<file path="src/rtl/ulapd_pkg.sv">
package ulapd_pkg;

  typedef enum logic [1:0] {
    OP_PORT_WR  = 2'd0,
    OP_PORT_RD  = 2'd1,
    OP_KEY_ROW  = 2'd2,
    OP_JOYSTICK = 2'd3
  } opcode_e;

  typedef enum logic [1:0] {
    VMODE_NORMAL = 2'd0,
    VMODE_COLOR  = 2'd1,
    VMODE_HIRES  = 2'd2
  } vmode_e;

  // port decode
  localparam logic [7:0]  PortModeLow  = 8'hFF;
  localparam logic [15:0] PortPalData  = 16'hBF3F;
  localparam logic [15:0] PortPalCtrl  = 16'hFF3B;

  // mode register low bits
  localparam logic [2:0]  ModeSelColor = 3'd2;
  localparam logic [2:0]  ModeSelHires = 3'd6;

  // floating bus window, inclusive
  localparam logic [16:0] FloatStart   = 17'd14347;
  localparam logic [16:0] FloatEnd     = 17'd57245;

  localparam logic [7:0]  UlaOutReset  = 8'd190;
  localparam logic [7:0]  ReadIdle     = 8'hFF;

  typedef struct packed {
    opcode_e     opcode;
    logic [15:0] port;
    logic [7:0]  data;
    logic [2:0]  row;
    logic [16:0] tick;
  } in_t;

  typedef struct packed {
    logic [7:0]  read_data;
    logic        float_request;
    logic [15:0] float_offset;
    logic        palette_write;
    logic [5:0]  palette_index;
    logic [7:0]  palette_value;
    logic        border_write;
    logic [2:0]  border_color;
    logic [1:0]  video_mode;
    logic        alt_screen;
    logic [2:0]  hires_ink_color;
    logic        palette_enabled;
  } out_t;

  typedef struct packed {
    logic       en;
    logic [2:0] row;
    logic [7:0] data;
  } kbd_wr_t;

endpackage

</file>
<file path="src/rtl/ulapd_kbd.sv">
module ulapd_kbd (
  input  logic              clk_i,
  input  logic              rst_ni,
  input  ulapd_pkg::kbd_wr_t wr_i,
  input  logic [7:0]        high_i,
  output logic [7:0]        keys_o
);
  import ulapd_pkg::*;

  logic [7:0] rows_q [8];
  logic [7:0] first;
  logic [7:0] ghost;

  always_ff @(posedge clk_i or negedge rst_ni) begin
    if (!rst_ni) begin
      for (int r = 0; r < 8; r++) begin
        rows_q[r] <= 8'h00;
      end
    end else if (wr_i.en) begin
      rows_q[wr_i.row] <= wr_i.data;
    end
  end

  // selected rows, then one pass of ghost-key spread
  always_comb begin
    first = 8'h00;
    for (int r = 0; r < 8; r++) begin
      if (!high_i[r]) first = first | rows_q[r];
    end
    ghost = first;
    for (int r = 0; r < 8; r++) begin
      if ((first & rows_q[r]) != 8'h00) ghost = ghost | rows_q[r];
    end
  end

  assign keys_o = ~ghost;

endmodule

</file>
<file path="src/rtl/ulapd_ctrl.sv">
module ulapd_ctrl (
  input  logic               clk_i,
  input  logic               rst_ni,
  input  logic               fire_i,
  input  ulapd_pkg::in_t     req_i,
  input  logic [7:0]         keys_i,
  output ulapd_pkg::kbd_wr_t kbd_wr_o,
  output ulapd_pkg::out_t    rsp_o
);
  import ulapd_pkg::*;

  logic [7:0] ula_out_q, ula_out_d;
  logic [7:0] mode_q, mode_d;
  logic [2:0] ink_q, ink_d;
  logic       armed_q, armed_d;
  logic [5:0] pal_ptr_q, pal_ptr_d;
  logic       pal_on_q, pal_on_d;
  logic [7:0] stick_q, stick_d;
  logic [7:0] keyval;
  logic [16:0] float_diff;
  logic       in_window;

  assign float_diff = req_i.tick - FloatStart;
  assign in_window  = (req_i.tick >= FloatStart) && (req_i.tick <= FloatEnd);

  always_comb begin
    keyval    = keys_i;
    keyval[6] = ula_out_q[4];
  end

  assign kbd_wr_o.en   = fire_i && (req_i.opcode == OP_KEY_ROW);
  assign kbd_wr_o.row  = req_i.row;
  assign kbd_wr_o.data = req_i.data;

  always_comb begin
    ula_out_d = ula_out_q;
    mode_d    = mode_q;
    ink_d     = ink_q;
    armed_d   = armed_q;
    pal_ptr_d = pal_ptr_q;
    pal_on_d  = pal_on_q;
    stick_d   = stick_q;

    rsp_o               = '0;
    rsp_o.read_data     = ReadIdle;

    case (req_i.opcode)
      OP_PORT_WR: begin
        if (req_i.port[7:0] == PortModeLow) begin
          mode_d = req_i.data;
          if (req_i.data[2:0] == ModeSelHires) ink_d = req_i.data[5:3];
        end else if (req_i.port == PortPalData && pal_on_q) begin
          if (!armed_q && req_i.data[7:6] == 2'b00) begin
            pal_ptr_d = req_i.data[5:0];
            armed_d   = 1'b1;
          end else begin
            rsp_o.palette_write = 1'b1;
            rsp_o.palette_index = pal_ptr_q;
            rsp_o.palette_value = req_i.data;
            armed_d             = 1'b0;
          end
        end else if (req_i.port == PortPalCtrl) begin
          pal_on_d = req_i.data[0];
          armed_d  = 1'b0;
        end else if (!req_i.port[0]) begin
          ula_out_d          = req_i.data;
          rsp_o.border_write = 1'b1;
        end
      end
      OP_PORT_RD: begin
        if (req_i.port[7:0] == PortModeLow) begin
          rsp_o.read_data = mode_q;
        end else if (!req_i.port[5]) begin
          rsp_o.read_data = stick_q;
        end else if (!req_i.port[0]) begin
          rsp_o.read_data = keyval;
        end else if (in_window) begin
          rsp_o.float_request = 1'b1;
          rsp_o.float_offset  = float_diff[15:0];
        end
      end
      OP_KEY_ROW: begin
        // key matrix lives in the keyboard block
      end
      OP_JOYSTICK: begin
        stick_d = req_i.data;
      end
      default: begin
      end
    endcase

    case (mode_d[2:0])
      ModeSelColor: rsp_o.video_mode = VMODE_COLOR;
      ModeSelHires: rsp_o.video_mode = VMODE_HIRES;
      default:      rsp_o.video_mode = VMODE_NORMAL;
    endcase
    rsp_o.border_color    = ula_out_d[2:0];
    rsp_o.alt_screen      = mode_d[0];
    rsp_o.hires_ink_color = ink_d;
    rsp_o.palette_enabled = pal_on_d;
  end

  always_ff @(posedge clk_i or negedge rst_ni) begin
    if (!rst_ni) begin
      ula_out_q <= UlaOutReset;
      mode_q    <= 8'h00;
      ink_q     <= 3'd0;
      armed_q   <= 1'b0;
      pal_ptr_q <= 6'd0;
      pal_on_q  <= 1'b0;
      stick_q   <= 8'h00;
    end else if (fire_i) begin
      ula_out_q <= ula_out_d;
      mode_q    <= mode_d;
      ink_q     <= ink_d;
      armed_q   <= armed_d;
      pal_ptr_q <= pal_ptr_d;
      pal_on_q  <= pal_on_d;
      stick_q   <= stick_d;
    end
  end

endmodule

</file>
<file path="src/rtl/ula_io_port_decoder_core.sv">
// request path: input register, then result register, from request accept to result valid
// throughput: one request per cycle while the consumer takes results; the decode, key matrix
// and state update all sit in a single combinational pass between the two registers
// reset: async active low; border/ear latch to 190, all other state and the key matrix to zero
module ula_io_port_decoder_core (
  input  logic            clk_i,
  input  logic            rst_ni,
  input  ulapd_pkg::in_t  in_req_i,
  input  logic            in_valid_i,
  output logic            in_ready_o,
  output ulapd_pkg::out_t out_rsp_o,
  output logic            out_valid_o,
  input  logic            out_ready_i
);
  import ulapd_pkg::*;

  // input stage
  logic    s1_valid_q;
  in_t     s1_req_q;
  // result stage
  logic    out_valid_q;
  out_t    out_rsp_q;

  logic    advance;   // result register can take a new value
  logic    fire;      // stage 1 request is decoded and commits state
  out_t    rsp;
  kbd_wr_t kbd_wr;
  logic [7:0] keys;

  assign advance    = !out_valid_q || out_ready_i;
  assign fire       = s1_valid_q && advance;
  // stage 1 frees up whenever its request moves on, so requests stream back to back
  assign in_ready_o = !s1_valid_q || advance;

  always_ff @(posedge clk_i or negedge rst_ni) begin
    if (!rst_ni) begin
      s1_valid_q <= 1'b0;
    end else if (in_ready_o) begin
      s1_valid_q <= in_valid_i;
    end
  end

  always_ff @(posedge clk_i) begin
    if (in_valid_i && in_ready_o) begin
      s1_req_q <= in_req_i;
    end
  end

  // key matrix and ghost-key read, addressed by the port high byte
  ulapd_kbd u_kbd (
    .clk_i  (clk_i),
    .rst_ni (rst_ni),
    .wr_i   (kbd_wr),
    .high_i (s1_req_q.port[15:8]),
    .keys_o (keys)
  );

  // port decode, mode/palette/border state and result build
  ulapd_ctrl u_ctrl (
    .clk_i    (clk_i),
    .rst_ni   (rst_ni),
    .fire_i   (fire),
    .req_i    (s1_req_q),
    .keys_i   (keys),
    .kbd_wr_o (kbd_wr),
    .rsp_o    (rsp)
  );

  // result register doubles as the skid stage toward the consumer
  always_ff @(posedge clk_i or negedge rst_ni) begin
    if (!rst_ni) begin
      out_valid_q <= 1'b0;
    end else if (advance) begin
      out_valid_q <= s1_valid_q;
    end
  end

  always_ff @(posedge clk_i) begin
    if (fire) begin
      out_rsp_q <= rsp;
    end
  end

  assign out_valid_o = out_valid_q;
  assign out_rsp_o   = out_rsp_q;

`ifndef SYNTHESIS
  // stall only comes from a held result
  a_stall_src: assert property (@(posedge clk_i) disable iff (!rst_ni)
    !in_ready_o |-> (out_valid_o && !out_ready_i))
    else $error("input stalled without a held result");

  a_float_idle: assert property (@(posedge clk_i) disable iff (!rst_ni)
    (out_valid_o && out_rsp_o.float_request) |-> (out_rsp_o.read_data == ReadIdle))
    else $error("floating bus request with read data");

  a_pal_border: assert property (@(posedge clk_i) disable iff (!rst_ni)
    out_valid_o |-> !(out_rsp_o.palette_write && out_rsp_o.border_write))
    else $error("palette and border written by one request");

  a_pal_on: assert property (@(posedge clk_i) disable iff (!rst_ni)
    (out_valid_o && out_rsp_o.palette_write) |-> out_rsp_o.palette_enabled)
    else $error("palette write while palette disabled");
`endif

endmodule

</file>
<file path="config.mk">
export PLATFORM = sky130hd
export DESIGN_NAME = ula_io_port_decoder_core
export DESIGN_NICKNAME = d
export VERILOG_FILES = /design/src/rtl/ulapd_pkg.sv /design/src/rtl/ulapd_kbd.sv /design/src/rtl/ulapd_ctrl.sv /design/src/rtl/ula_io_port_decoder_core.sv
export SDC_FILE = /design/constraint.sdc
export NUM_CORES = 1
export LEC_CHECK = 0
export BUFFER_PORTS_ARGS = -buffer_cell sky130_fd_sc_hd__buf_2
export CORE_ASPECT_RATIO = 0.8
export CORE_MARGIN = 1.5
export CORE_UTILIZATION = 65
export CTS_BUF_LIST = sky130_fd_sc_hd__clkbuf_2 sky130_fd_sc_hd__clkbuf_4 sky130_fd_sc_hd__clkbuf_8
export CTS_CLUSTER_DIAMETER = 60
export DETAILED_ROUTE_END_ITERATION = 12
export GPL_ROUTABILITY_DRIVEN = 0
export GPL_TIMING_DRIVEN = 0
export PLACE_DENSITY = 0.95
export SYNTH_ARGS = -nofsm -noshare
export SYNTH_HDL_FRONTEND = slang
export SYNTH_SLANG_ARGS = --single-unit
</file>
<file path="constraint.sdc">
create_clock -name clk_i -period 6.4 [get_ports clk_i]
set_clock_uncertainty 0.15 [all_clocks]
set_input_delay 1.28 -clock clk_i [delete_from_list [all_inputs] [get_ports clk_i]]
set_output_delay 1.28 -clock clk_i [all_outputs]
set_load 0.03 [all_outputs]
</file>
### Word level (Yosys, flattened, before mapping)

Cells that the tools add are included.

| word-level totals | value |
|---|---|
| bits in registers | 195 |
| latch bits | 0 |
| bits in writable memories | 0 |
| memory bits (read-only) | 0 |
| output and inout port bits | 53 |
| logic and storage cells | 159 |
| memories | 0 |

| cells by class | value |
|---|---|
| add/sub/neg operators | 1 |
| multipliers | 0 |
| divide/modulo/power cells | 0 |
| $lt $le $gt $ge | 4 |
| eq/ne operators | 9 |
| shift-type cells | 0 |
| multiplexer cells | 43 |
| bitwise gates (word level) | 33 |
| reductions and logical operators | 33 |

Operator list:

| cell | number |
|---|---|
| $mux W8 | 20 |
| $or A8 B8 Y8 | 15 |
| $and A8 B8 Y8 | 8 |
| $bwmux W64 | 1 |
| $reduce_bool A8 Y1 | 8 |
| $eq A16 B16 Y1 const B | 2 |
| $mux W3 | 10 |
| $demux W8 S3 | 1 |
| $ge A17 B14 Y1 const B | 1 |
| $le A17 B16 Y1 const B | 1 |
| $mux W17 | 1 |
| $sub A16 B14 Y16 const B | 1 |
| $mux W15 | 1 |
| $reduce_or A4 Y1 | 3 |
| $eq A8 B8 Y1 const B | 1 |
| $mux W1 | 8 |
| $not A1 Y1 | 8 |
| $not A8 Y8 | 1 |
| $logic_and A1 B1 Y1 | 7 |
| $eq A3 B3 Y1 const B | 2 |
| $reduce_and A6 Y1 | 1 |
| $reduce_and A5 Y1 | 1 |
| $reduce_or A5 Y1 | 1 |
| $eq A2 B2 Y1 const B | 2 |
| other kinds (14) | 18 |

### Depth between registers and ports, before layout

| depth | value |
|---|---|
| depth after elaboration | 36 |
| depth in mapped cells | 10 |
| mapped depth without buffers | 8 |

### By module

Synthesis repeated with hierarchy kept, for this count alone.

| second synthesis, totals | value |
|---|---|
| cells, all modules | 751 |
| area, all modules | 9291.4 µm² |

Modules (own cells, without submodules):

| module | times used | cells each | area each (µm²) |
|---|---|---|---|
| ulapd_kbd | 1 | 391 | 3891.2 |
| ula_io_port_decoder_core | 1 | 105 | 3016.6 |
| ulapd_ctrl | 1 | 255 | 2383.5 |

### Least setup slack after synthesis

Ideal clock, no wire load.

| timing path | value |
|---|---|
| kind | input to register |
| from | input port out_ready_i |
| to | register u_ctrl.stick_q[0] |
| data arrival time | 4146 ps |
| required time | 6125 ps |
| setup slack | 1978 ps |
| stages | 5 |
| path through | nand2b_1 and2_1 clkbuf_1 nand3_1 mux2_2 |

| between the ends | value |
|---|---|
| word-level cells in the longest chain between the ends | 3 |

RTL lines:

| item | RTL line | RTL |
|---|---|---|
| start, declared | ula_io_port_decoder_core.sv:13 | `input logic out_ready_i` |
| $logic_or A1 B1 Y1 | ula_io_port_decoder_core.sv:30 | `assign advance = !out_valid_q \|\| out_ready_i;` |
| $logic_and A1 B1 Y1 | ula_io_port_decoder_core.sv:31 | `assign fire = s1_valid_q && advance;` |
| named net fire | ula_io_port_decoder_core.sv:25 | `logic fire;` |
| $reduce_and A2 Y1 (no line) | n/a |  |
| end signal, assigned | ulapd_ctrl.sv:119 | `stick_q <= stick_d;` |
| end, declared | ulapd_ctrl.sv:18 | `logic [7:0] stick_q, stick_d;` |

The timed path passes the listed nets, and every way through them passes these cells.
A chain may end at the register's enable or synchronous reset.

### Worst setup path after layout

| timing path | value |
|---|---|
| from | register s1_req_q[37] (netlist bit) |
| to | register out_rsp_q, in the netlist out_rsp_o[44] (data pin) |

| between the ends | value |
|---|---|
| word-level cells in the longest chain between the ends | 34 |
| elaborated cells between the ends (all ways) | 49 |
| those cells by class | 18 x mux; 23 x bitwise; 8 x reduce/logical |

RTL lines:

| item | RTL line | RTL |
|---|---|---|
| start, declared | ula_io_port_decoder_core.sv:19 | `in_t s1_req_q;` |
| start signal, assigned | ula_io_port_decoder_core.sv:45 | `s1_req_q <= in_req_i;` |
| $mux W8 (*) | ulapd_kbd.sv:28 | `if (!high_i[r]) first = first \| rows_q[r];` |
| $or A8 B8 Y8 | ulapd_kbd.sv:28 |  |
| $mux W8 (*) | ulapd_kbd.sv:28 |  |
| $or A8 B8 Y8 | ulapd_kbd.sv:28 |  |
| $mux W8 (*) | ulapd_kbd.sv:28 |  |
| $or A8 B8 Y8 | ulapd_kbd.sv:28 |  |
| $mux W8 (*) | ulapd_kbd.sv:28 |  |
| $or A8 B8 Y8 | ulapd_kbd.sv:28 |  |
| (+18 left out) | n/a |  |
| $or A8 B8 Y8 | ulapd_kbd.sv:32 | `if ((first & rows_q[r]) != 8'h00) ghost = ghost \| rows_q[r];` |
| $mux W8 | ulapd_kbd.sv:32 |  |
| $or A8 B8 Y8 | ulapd_kbd.sv:32 |  |
| $mux W8 (*) | ulapd_kbd.sv:32 |  |
| $not A8 Y8 (*) | ulapd_kbd.sv:36 | `assign keys_o = ~ghost;` |
| $mux W8 (*) | ulapd_ctrl.sv:75 | `end else if (!req_i.port[0]) begin` |
| $mux W8 (*) | ulapd_ctrl.sv:73 | `end else if (!req_i.port[5]) begin` |
| $mux W8 (*) | ulapd_ctrl.sv:71 | `if (req_i.port[7:0] == PortModeLow) begin` |
| end signal, assigned | ula_io_port_decoder_core.sv:80 | `out_rsp_q <= rsp;` |
| end, declared | ula_io_port_decoder_core.sv:22 | `out_t out_rsp_q;` |

Every way passes the cells marked *; elsewhere a longest branch is shown, timed or not.

==> run metrics <==
post-synthesis cell count 734; Chip Width 134 µm; worst hold stages 1; setup slack, reg-to-reg 2900 ps; Initial DRC Count 1151; CP Max Fanout 9; first-pass iteration count of the detailed router 11; RSZ-0062 raised after global routing false; Root Driver clkbuf_8; sequential share of the synthesized area 59.6%; CP Data Required Time 6580 ps; WL final 23000 µm; crit-path cells nand2b_1 -> o2111ai_1 -> or2_2 -> a22o_1 -> nor4_4 -> and2b_1 -> o41ai_1 -> a221o_1; Final Hold Fails 0; Worst-path clk slew 90 ps; Fill cells 818; core area 0.0135 mm²; CTS Buffer Depth 2; Vert. Die Dim 108 µm; pin count of the biggest net entering global routing 56; Pwr Density 304 mW/mm²; Synthesized Nets 786; average size of a mapped cell 12.2 µm²; P_leak 4.11 nW; Worst path slowest cell edfxtp_1; Synth area leader edfxtp_1; # rows 38; Multi-input gate area 0.00335 mm²; Initial Utilization 66.4%; # setup viols final 0; max incr delay on CP 600 ps; reg-to-reg endpoint out_rsp_o[44]$_SDFFCE_PP1P_; YS warnings 0; IO Pins 103; max-cap viol count 0; Crit. End Element flip-flop; Fin Setup TNS 0 ps; H-tree levels 4; top cells by area, synth edfxtp_1 (33%), dfrtp_1 (26%), mux2_2 (9.3%); # DRC 0; vias in the first global route 6664; die area 0.0145 mm²; CTS Sinks 194; CTS hold repair buffers 0; worst-margin pin slew 1220 ps; Setup Fix Bufs, Post-CTS 0; fin util 75.1%; kind of critical path reg -> reg; WHS 363 ps; hpwl dp 16100 µm; antenna violations before repair 0; Max-Slew Margin vs Limit 18.1%; Yosys top cell area share 32.5%; R2R depth 8; nets 910; first-pass GRT wire length 35400 µm; period utilization 54.6%; CTS tree done; register area 0.00534 mm²; unique cell type count in the Yosys netlist 61; clk_lat worst skew 480 ps; Area Growth Syn to Fin 13.2%; class of the worst hold path reg -> reg; cts repair resizes 0; synthesized area 0.00896 mm²; WHS Endpoint u_kbd.rows_q[22]$_DFFE_PN0P_; hold path start u_kbd.rows_q[22]$_DFFE_PN0P_; via/cell ratio 6.58; run status finished clean; port bufs 102; Max Slew Vio Count 0; total gr overflow 0; Num CTS Buffers 17; Critical R2R Launch s1_req_q[37]$_DFFE_PP_; Vias 6918; ANT cells 0; top_reg_cell synth edfxtp_1; ys async rst share 50.0%; min Tclk post-route 3500 ps; Startpoint Class flip-flop; layout cells sized above 1 27.7%; Synth Register Bits 194; Routed Antenna Nets 0; most frequent cells in the layout buf_2 (102), edfxtp_1 (97), dfrtp_1 (94); leading cell type in the layout, fill and taps excluded buf_2; GRT Resource Usage Total 32.9%; Max IR drop VDD 0.235 mV; Critical Path AT 3680 ps; max frequency 286 MHz; WL/cell 21.9 µm; Post-synth EDFFs 97
==> power by group <==
part	total, mW	internal, mW	switching, mW
Combinational	0.689	0.245	0.443
Sequential	1.63	1.49	0.146
Clock	0.764	0.322	0.442
==> metal layers <==
layer  wire length (µm)  part of all wire [%]  GRT usage, %  up-vias
li1                   -                     -             -     2944
met1               8530                    37          43.5     3293
met2              10400                    45          50.0      557
met3               3090                    13          11.4      124
met4               1050                   4.5          14.4        0
met5                  0                     0             0        -
==> state kept, by name (all words and copies together) (netlist names) <==
name and flops:
u_ctrl.mode_q 8, u_ctrl.stick_q 8, u_ctrl.ula_out_q 4, out_rsp_o 51
u_ctrl.pal_ptr_q 6, u_ctrl.armed_q 1, u_ctrl.ink_q 3, s1_req_q 46
out_valid_o 1, u_ctrl.pal_on_q 1, s1_valid_q 1, u_kbd.rows_q 64
==> through the flow <==
step	worst slack, ps	instance area [µm²]	power, mW	std cells
after floorplan	1980	8960	2.05	734
after global placement	936	9700	2.25	1016
after detailed placement	2620	9770	2.29	1019
after CTS	3100	10100	3.05	1051
after global routing	2840	10100	3.19	1051
final	2900	10100	3.09	1051
==> synth_stat cells (5+ instances only) <==
master,n
nand2_1,40
xor2_1,6
and2_1,21
nand4_1,5
nand3_1,7
a21oi_1,5
a221o_1,7
a22o_1,6
o2111ai_1,24
inv_1,39
or2_2,5
nor4_1,6
nand2b_1,50
mux2_2,74
o22ai_1,7
o41ai_2,6
xnor2_1,6
o21ai_0,83
edfxtp_1,97
nor2b_1,5
o2bb2ai_1,5
clkbuf_1,23
nor2_1,47
dfrtp_1,94
==> worst max-delay path: cells and delay by family (launching register included) <==
| kind | cells | cell delay [ps] |
|---|---|---|
| compound gates | 4 | 1270 |
| flops | 1 | 600 |
| simple gates | 4 | 1350 |
==> final cells by class <==
type                    count  share of cell area [%]
clock buffers              18                    2.44
inverters                  39                    1.44
clock inverters            14                    1.27
well taps                 180                    2.22
plain buffers              28                    1.21
flip-flops and latches    194                    52.7
multi-input cells         473                    33.0
repair buffers            105                    5.72
==> cell families (layout without fill, tap and decap cells) <==
kind of cell	count (synthesis)	count (layout)	share of synthesized area [%]
AND/OR/NAND/NOR	217	217	13.2
flip-flops	194	194	59.6
AO/OA/AOI/OAI	168	168	13.5
multiplexers	74	74	9.30
buffers and inverters	67	204	2.99
XOR/XNOR	12	12	1.17
adder cells (fa/ha/maj)	2	2	0.279
==> worst max path at each step <==
| stage | end | slack [ps] | startpoint |
|---|---|---|---|
| global placement | u_ctrl.stick_q[1]$_DFFE_PN0P_ | 940 | out_ready_i |
| detailed placement | u_kbd.rows_q[27]$_DFFE_PN0P_ | 2620 | out_ready_i |
| finish | out_rsp_o[44]$_SDFFCE_PP1P_ | 2900 | s1_req_q[37]$_DFFE_PP_ |
| CTS | out_rsp_o[47]$_SDFFCE_PP1P_ | 3100 | s1_req_q[36]$_DFFE_PP_ |
| global route | out_rsp_o[47]$_SDFFCE_PP1P_ | 2840 | s1_req_q[43]$_DFFE_PP_ |
| floorplan | u_ctrl.stick_q[0]$_DFFE_PN0P_ | 1980 | out_ready_i |
Note: power is estimated with default switching activity, not from simulation.
